[config.mk]
export PLATFORM = sky130hd
export DESIGN_NAME = rbfh_div
export DESIGN_NICKNAME = d
export VERILOG_FILES = /design/src/rtl/assert_macros.svh /design/src/rtl/rbfh_pkg.sv /design/src/rtl/rbfh_div.sv
export SDC_FILE = /design/constraint.sdc
export NUM_CORES = 2
export LEC_CHECK = 0
export BUFFER_PORTS_ARGS = -buffer_cell sky130_fd_sc_hd__clkbuf_2
export CAP_MARGIN = 15
export CORE_UTILIZATION = 55
export CTS_CLUSTER_DIAMETER = 200
export DETAILED_ROUTE_END_ITERATION = 7
export PLACE_DENSITY = 0.81
export RECOVER_POWER = 25
export SLEW_MARGIN = 20
export SYNTH_ARGS = -nofsm -noshare
export SYNTH_HDL_FRONTEND = slang
export SYNTH_SLANG_ARGS = --single-unit
[constraint.sdc]
create_clock -name clk_i -period 14.5 [get_ports clk_i]
set_input_delay 0 -clock clk_i [delete_from_list [all_inputs] [get_ports clk_i]]
set_output_delay 0 -clock clk_i [all_outputs]
set_load 0.01 [all_outputs]
[src/rtl/assert_macros.svh]
// ----------------------------------------------------------------------------
// assert_macros.svh
// shared concurrent assertion macros for the ray box face hit block
// ----------------------------------------------------------------------------
`ifndef ASSERT_MACROS_SVH
`define ASSERT_MACROS_SVH

// property must hold at every clock edge outside reset
`define RBFH_ASSERT(lbl, clk, rst_n, prop) \
  lbl: assert property (@(posedge clk) disable iff (!rst_n) (prop)) \
    else $error("assertion failed");

// condition must never be seen outside reset
`define RBFH_ASSERT_NEVER(lbl, clk, rst_n, prop) \
  lbl: assert property (@(posedge clk) disable iff (!rst_n) !(prop)) \
    else $error("forbidden condition seen");

`endif

[src/rtl/rbfh_pkg.sv]
// ----------------------------------------------------------------------------
// rbfh_pkg
// types and constants shared by the ray box face hit modules
// ----------------------------------------------------------------------------
`default_nettype none

package rbfh_pkg;

  localparam int CoordW = 32;
  localparam int DistW  = 31;
  localparam int TolW   = 16;
  localparam int CfgAw  = 3;
  localparam int DivSteps = 32;
  localparam int NumFaces = 6;

  localparam logic [DistW-1:0] DistMax = {DistW{1'b1}};

  typedef enum logic [CfgAw-1:0] {
    CFG_MIN_X = 3'd0,
    CFG_MIN_Y = 3'd1,
    CFG_MIN_Z = 3'd2,
    CFG_MAX_X = 3'd3,
    CFG_MAX_Y = 3'd4,
    CFG_MAX_Z = 3'd5,
    CFG_TOL   = 3'd6
  } cfg_idx_e;

  typedef struct packed {
    logic              ok;
    logic              ovf;
    logic [CoordW-1:0] quo;
  } div_res_t;

  typedef struct packed {
    logic [2:0][CoordW-1:0] origin;
    logic [2:0][CoordW-1:0] dir;
    logic [DistW-1:0]       best;
  } side_t;

endpackage

`default_nettype wire

[src/rtl/rbfh_div.sv]
// ----------------------------------------------------------------------------
// rbfh_div
// pipelined face distance divider, one quotient bit per stage
// ----------------------------------------------------------------------------
`default_nettype none

module rbfh_div import rbfh_pkg::*; #(
  parameter int FRAC_BITS = 16
) (
  input  wire logic                     clk_i,
  input  wire logic signed [CoordW-1:0] corner_i,
  input  wire logic signed [CoordW-1:0] origin_i,
  input  wire logic signed [CoordW-1:0] dir_i,
  output div_res_t                      res_o
);

  localparam int NW = CoordW + 1 + FRAC_BITS;
  localparam int HW = NW - CoordW;

  logic [CoordW:0]   diff;
  logic [NW-1:0]     num;
  logic [NW-1:0]     abs_num;
  logic [CoordW-1:0] abs_d;
  logic [HW-1:0]     hi;

  assign diff    = {corner_i[CoordW-1], corner_i} - {origin_i[CoordW-1], origin_i};
  assign num     = {diff, {FRAC_BITS{1'b0}}};
  assign abs_num = num[NW-1] ? (~num + NW'(1)) : num;
  assign abs_d   = dir_i[CoordW-1] ? (~dir_i + CoordW'(1)) : dir_i;
  assign hi      = abs_num[NW-1:CoordW];

  logic [CoordW:0]   rem_q [DivSteps+1];
  logic [CoordW-1:0] nq_q  [DivSteps+1];
  logic [CoordW-1:0] d_q   [DivSteps+1];
  logic              ok_q  [DivSteps+1];
  logic              ovf_q [DivSteps+1];

  always_ff @(posedge clk_i) begin
    rem_q[0] <= (CoordW+1)'(hi);
    nq_q[0]  <= abs_num[CoordW-1:0];
    d_q[0]   <= abs_d;
    ok_q[0]  <= (dir_i != '0) && (num[NW-1] == dir_i[CoordW-1]);
    ovf_q[0] <= {{(CoordW-HW){1'b0}}, hi} >= abs_d;
  end

  for (genvar k = 0; k < DivSteps; k++) begin : g_step
    logic [CoordW:0] rem_sh;
    logic            ge;
    assign rem_sh = {rem_q[k][CoordW-1:0], nq_q[k][CoordW-1]};
    assign ge     = rem_sh >= {1'b0, d_q[k]};
    always_ff @(posedge clk_i) begin
      rem_q[k+1] <= ge ? (rem_sh - {1'b0, d_q[k]}) : rem_sh;
      nq_q[k+1]  <= {nq_q[k][CoordW-2:0], ge};
      d_q[k+1]   <= d_q[k];
      ok_q[k+1]  <= ok_q[k];
      ovf_q[k+1] <= ovf_q[k];
    end
  end

  assign res_o.ok  = ok_q[DivSteps];
  assign res_o.ovf = ovf_q[DivSteps];
  assign res_o.quo = nq_q[DivSteps];

endmodule

`default_nettype wire

# [Yosys cells after proc, flatten, opt, wreduce, memory -nomap -nowiden]
# Memory sizes are Yosys's and may differ from the RTL's.
# Index checks and enable logic that the tools add are counted.
[word_totals] input_bits=97 mem_bits_rw=3267 out_inout_bits=34 register_bits=0 elab_cells=112 mem_count=5
[memory_table] name="rem_q" words=33 word_bits=33 read_ports=32 rd_clocked_by_memory_dff=0 write_ports=33 line="rbfh_div.sv:32" source="logic [CoordW:0] rem_q [DivSteps+1];"
[memory_table] name="d_q" words=33 word_bits=32 read_ports=32 rd_clocked_by_memory_dff=0 write_ports=33 line="rbfh_div.sv:34" source="logic [CoordW-1:0] d_q [DivSteps+1];"
[memory_table] name="nq_q" words=33 word_bits=32 read_ports=33 rd_clocked_by_memory_dff=0 write_ports=33 line="rbfh_div.sv:33" source="logic [CoordW-1:0] nq_q [DivSteps+1];"
[memory_table] name="ok_q" words=33 word_bits=1 read_ports=33 rd_clocked_by_memory_dff=0 write_ports=33 line="rbfh_div.sv:35" source="logic ok_q [DivSteps+1];"
[memory_table] name="ovf_q" words=33 word_bits=1 read_ports=33 rd_clocked_by_memory_dff=0 write_ports=33 line="rbfh_div.sv:36" source="logic ovf_q [DivSteps+1];"
[op_classes] n_eq_ne=1 order_cmp=33 reduce_logical=2 n_addsub=35 n_bitwise=2 n_mux=34
[ops] operator="33-bit by 32-bit greater-or-equal comparator with 1-bit output" count=32
[ops] operator="33-bit two-way mux" count=32
[ops] operator="33-bit by 32-bit subtractor with 33-bit output" count=32
[ops] operator="49-bit by 1-bit adder with 49-bit output (second input constant)" count=1
[ops] operator="49-bit two-way mux" count=1
[ops] operator="49-bit inverter" count=1
[ops] operator="32-bit by 32-bit subtractor with 33-bit output" count=1
[ops] operator="32-bit by 2-bit adder with 32-bit output (second input constant)" count=1
[ops] operator="17-bit by 32-bit greater-or-equal comparator with 1-bit output" count=1
[ops] operator="32-bit two-way mux" count=1
[ops] operator="32-bit inverter" count=1
[ops] operator="32-bit nonzero test" count=1
[ops] operator="1-bit equality test" count=1
[ops] operator="1-bit logical AND" count=1

# [Logic depth before layout (Yosys ltp)]
[depth] ltp_word=5 depth_mapped=27 ltp_nobuf=27

# [Least setup slack after synthesis]
# No wires, ideal clock.
[synth_path] path_type="input-to-reg" from="input corner_i[0]" to="memory ovf_q[0][0]" arrival_ns=4.532 path_slack_ns=9.853 stages=27 path_buffers=0 setup_ns=0.116 t_required_ns=14.384 cell_sequence="inv_1 ha_1 inv_1 fa_1 a21oi_1 o22ai_1 a211oi_1 a31oi_1 a31oi_1 o211ai_1 o21a_1 a2111o_1 o21ai_1 o21ai_0 xnor2_1 ha_1 nand2b_1 a21o_1 a21o_1 a21oi_1 nor2b_1 o21ai_0 a21oi_1 nor3_1 o21ai_0 a221o_1 and3_1"
[synth_rtl] item="start: declaration" line="rbfh_div.sv:11" source="input wire logic signed [CoordW-1:0] corner_i,"
[synth_rtl] item="end: declaration" line="rbfh_div.sv:36"

==> results_dict.tcl <==
set metrics [dict create \
    dp_slack_ns 8.58 \
    synthTopCellsByArea "dfxtp_1 46%, ha_1 11%, a21oi_1 4.7%" \
    worst-r2r-cell-count 14 \
    comb_power_share_pct 45.8 \
    drt-pass1-iter-count 6 \
    worstHoldPathType "in2reg" \
    clockPowerShare_pct 21.8 \
    r2r-end "rem_q[0][217]$_DFF_P_" \
    yosys_most_used_dff "dfxtp_1" \
    route.antenna.remaining_nets 0 \
    placeableCoreArea_um2 217000 \
    max-clock-path-buffers 4 \
    regToRegSetupSlack_ns 10.07 \
    post_cts_setup_driven_buffer_insertion_count 0 \
    half_perimeter_wire_length_of_the_detailed_placement_result_um 208000 \
    avgViaCountPerCell 5.53 \
    die_area_um2 220000 \
    holdCritStartpoint "origin_i[6]" \
    final_hold_viol_count 0 \
    worstReg2RegStart "d_q[0][161]$_DFF_P_" \
    max_slew.worst_pin.slew_ns 1.09 \
    outcome "finished, final reports clean" \
    timing.critical_path.slowest_stage_cell "dlygate4sd3_1" \
    grt_max_degree 64 \
    worst_skew_pair.late_latency_ns 0.95 \
    relSlewSlack_pct 26.8 \
    cts_root_buffer "clkbuf_16" \
    switching_power_mw 13.4 \
    num_ports 131 \
    netlist_instances 12800 \
    seqPwrFrac_pct 32.4 \
    holdPathEnd "nq_q[0][22]$_DFF_P_" \
    synth_nets 14000 \
    grt_pass1_vias 87200 \
    global_route.usage.total_pct 24.6 \
    grt_first_pass_wirelength_um 443000 \
    final.setup.worst_slack_ns 7.68 \
    cts_hold_buf 203 \
    post_synth_instance_area_um2 120000 \
    grt_antenna_before_repair 2 \
    total_power_mw 35.0 \
    worstSetupEndpointType "flop" \
    finish.net_count 14400 \
    path_clk_slew_ns 0.06 \
    cts_resized 0 \
    slowest_delay_ns 0.57 \
    critical_path_class "in2reg" \
    cts_max_level 5 \
    area_growth_pct 13.1 \
    finalWirelength_um 279000 \
    min_path_cells 6 \
    drt-initial-drc-count 5699 \
    initial_core_util_pct 55.3 \
    floorplan.die.height_um 469 \
    p_leak_nw 63.0 \
    setup.worst_path.start_class "input port" \
    cp-startpoint "origin_i[0]" \
    synthDominantAreaCellType "dfxtp_1" \
    worst_path_maximum_fanout 31 \
    worstPathRequired_ns 15.32 \
    cp.arrival_ns 7.64 \
    rows 171 \
    remaining_drc_errors 0 \
    min_period_ns 6.82 \
    layout-drive-gt1-share_pct 7.31 \
    number_of_distinct_standard_cells_referenced_by_the_synthesized_netlist 97 \
    p_int_mw 21.6 \
    wl_per_cell_um 17.2 \
    ys_ff_latch 2763 \
    cts_inserted_buffers 299 \
    numPortBuffers 130 \
    share_of_the_clock_period_used_by_the_worst_path_pct 47.0 \
    grt.overflow.total 0 \
    clock_skews_ns 0.0643 \
    synth.avg_cell_area_um2 9.41 \
    ys_warn_count 0 \
    cap_viol_max_count 0 \
    slew_violations 0 \
    fraction_of_synthesized_cell_area_taken_by_the_top_area_cell_type_pct 46.0 \
    vdd.ir_drop.worst_mv 0.141 \
    power.density_nw_per_um2 258 \
    clk_sink_count 2763 \
    place_congestion 0.960 \
    tritoncts "done" \
    maxClockFrequency_ghz 0.147 \
    switching_share_pct 38.4 \
    postSynth.asyncResetShare_pct 0 \
    rsz0062_at_grt "no" \
    via_count 89800 \
    die_width_um 469 \
    finalSetupViolations 0 \
    fin_hold_ws_ns 0.0425 \
    share_of_synthesized_area_occupied_by_flip_flops_and_latches_pct 46.0 \
    setup_total_negative_slack_ns 0 \
    synth-edff-count 0 \
]
==> worst max path at each step <==
stage	cells past startpoint	slack, ns	endpoint
after global routing	31	7.41	ovf_q[0][0]$_DFF_P_
after detailed placement	29	8.58	ovf_q[0][0]$_DFF_P_
after floorplan	27	9.85	ovf_q[0][0]$_DFF_P_
after global placement	29	8.63	ovf_q[0][0]$_DFF_P_
after CTS	31	8.02	ovf_q[0][0]$_DFF_P_
final	31	7.68	ovf_q[0][0]$_DFF_P_
==> critical path: cells and delay by family <==
family                     cells  cell delay [ns]
and+or+nand+nor                4             0.61
AOI/OAI and AO/OA             17             3.83
buffers and inverters          6             2.12
xor gates and xnor gates       1             0.18
adders and majority gates      3             0.89
==> cell families after synthesis <==
logic type / after synthesis / synth area share, %
AOI/OAI and AO/OA: 3369 / 17.4
DFF: 2763 / 46.0
muxes: 266 / 2.48
xor gates and xnor gates: 905 / 6.60
and+or+nand+nor: 2790 / 10.9
adders and majority gates: 1092 / 11.6
buffers and inverters: 1576 / 4.98
==> power groups by stage <==
| stage | combinational (mW) | clock, mW | sequential [mW] |
|---|---|---|---|
| after floorplan | 12.4 | 0 | 10.8 |
| after global placement | 15.3 | 0 | 11.5 |
| after detailed placement | 15.6 | 0 | 11.5 |
| after CTS | 15.9 | 7.78 | 11.4 |
| after global routing | 17.8 | 8.11 | 11.5 |
| final | 16.0 | 7.63 | 11.4 |
==> metrics by stage <==
stage	std cells	instance area (um2)	util, %
6_report	16200	136000	62.5
5_1_grt	16200	136000	62.5
4_1_cts	16200	136000	62.5
3_5_place_dp	15500	124000	57.0
3_3_place_gp	15500	124000	57.0
2_1_floorplan	12800	120000	-
==> synthesized netlist by cell type, types with 114 or more instances <==
| cell | instances |
|---|---|
| a21o_1 | 503 |
| a21oi_1 | 1122 |
| clkbuf_1 | 196 |
| dfxtp_1 | 2763 |
| ha_1 | 1060 |
| inv_1 | 1330 |
| mux2_2 | 230 |
| nand2_1 | 840 |
| nand2b_1 | 141 |
| nand3_1 | 209 |
| nand4_1 | 121 |
| nor2_1 | 789 |
| nor2b_1 | 143 |
| nor3_1 | 168 |
| o21a_1 | 114 |
| o21ai_0 | 810 |
| xnor2_1 | 535 |
| xor2_1 | 370 |
==> layout make-up <==
class / instances / area, um2
Fill cell: 17400 / 81300
Clock inverter: 119 / 1610
Timing Repair Buffer: 365 / 2920
Tap cell: 2854 / 3570
Clock buffer: 386 / 8310
Multi-Input combinational cell: 8422 / 59100
Sequential cell: 2763 / 55300
Antenna cell: 3 / 7.51
Inverter: 1332 / 5000
==> state kept, by name, summed over array words and instances (netlist names) <==
name   count
d_q     1024
rem_q   1009
nq_q     664
ok_q      33
ovf_q     33
==> layer usage <==
layer | part of all wire [%] | wire [um] | vias up | GRT usage (%)
li1 | - | - | 44800 | -
met1 | 41 | 113000 | 41600 | 28.2
met2 | 49 | 136000 | 2543 | 43.5
met3 | 5.1 | 14200 | 855 | 3.73
met4 | 5.7 | 15900 | 2 | 13.9
met5 | 0.0047 | 13 | - | 0
==> placed cells by master, fill, tap and decap left out, types with 32 or more instances in the layout <==
cell	instances
nor3_1	168
a211oi_1	73
clkinv_2	41
o31a_1	41
a21boi_0	45
fa_1	32
nor4_1	50
o211ai_1	47
a21o_1	503
inv_1	1330
or2_2	42
dfxtp_1	2763
nor2_1	789
o31ai_1	69
nand2b_1	141
clkbuf_8	42
and3_1	69
or3_1	64
dlygate4sd3_1	203
xor2_1	370
clkbuf_16	303
a211o_1	33
clkbuf_1	41
buf_4	32
nand2_1	840
o21ai_0	808
xnor2_1	535
nand4_1	121
mux2_2	230
bufinv_16	35
nand3_1	209
and2_1	49
o21bai_1	111
nor2b_1	143
o21a_1	113
clkbuf_2	130
a21oi_1	1120
ha_1	1060
a31oi_1	103
No activity file was read; power rests on OpenSTA's default activity.
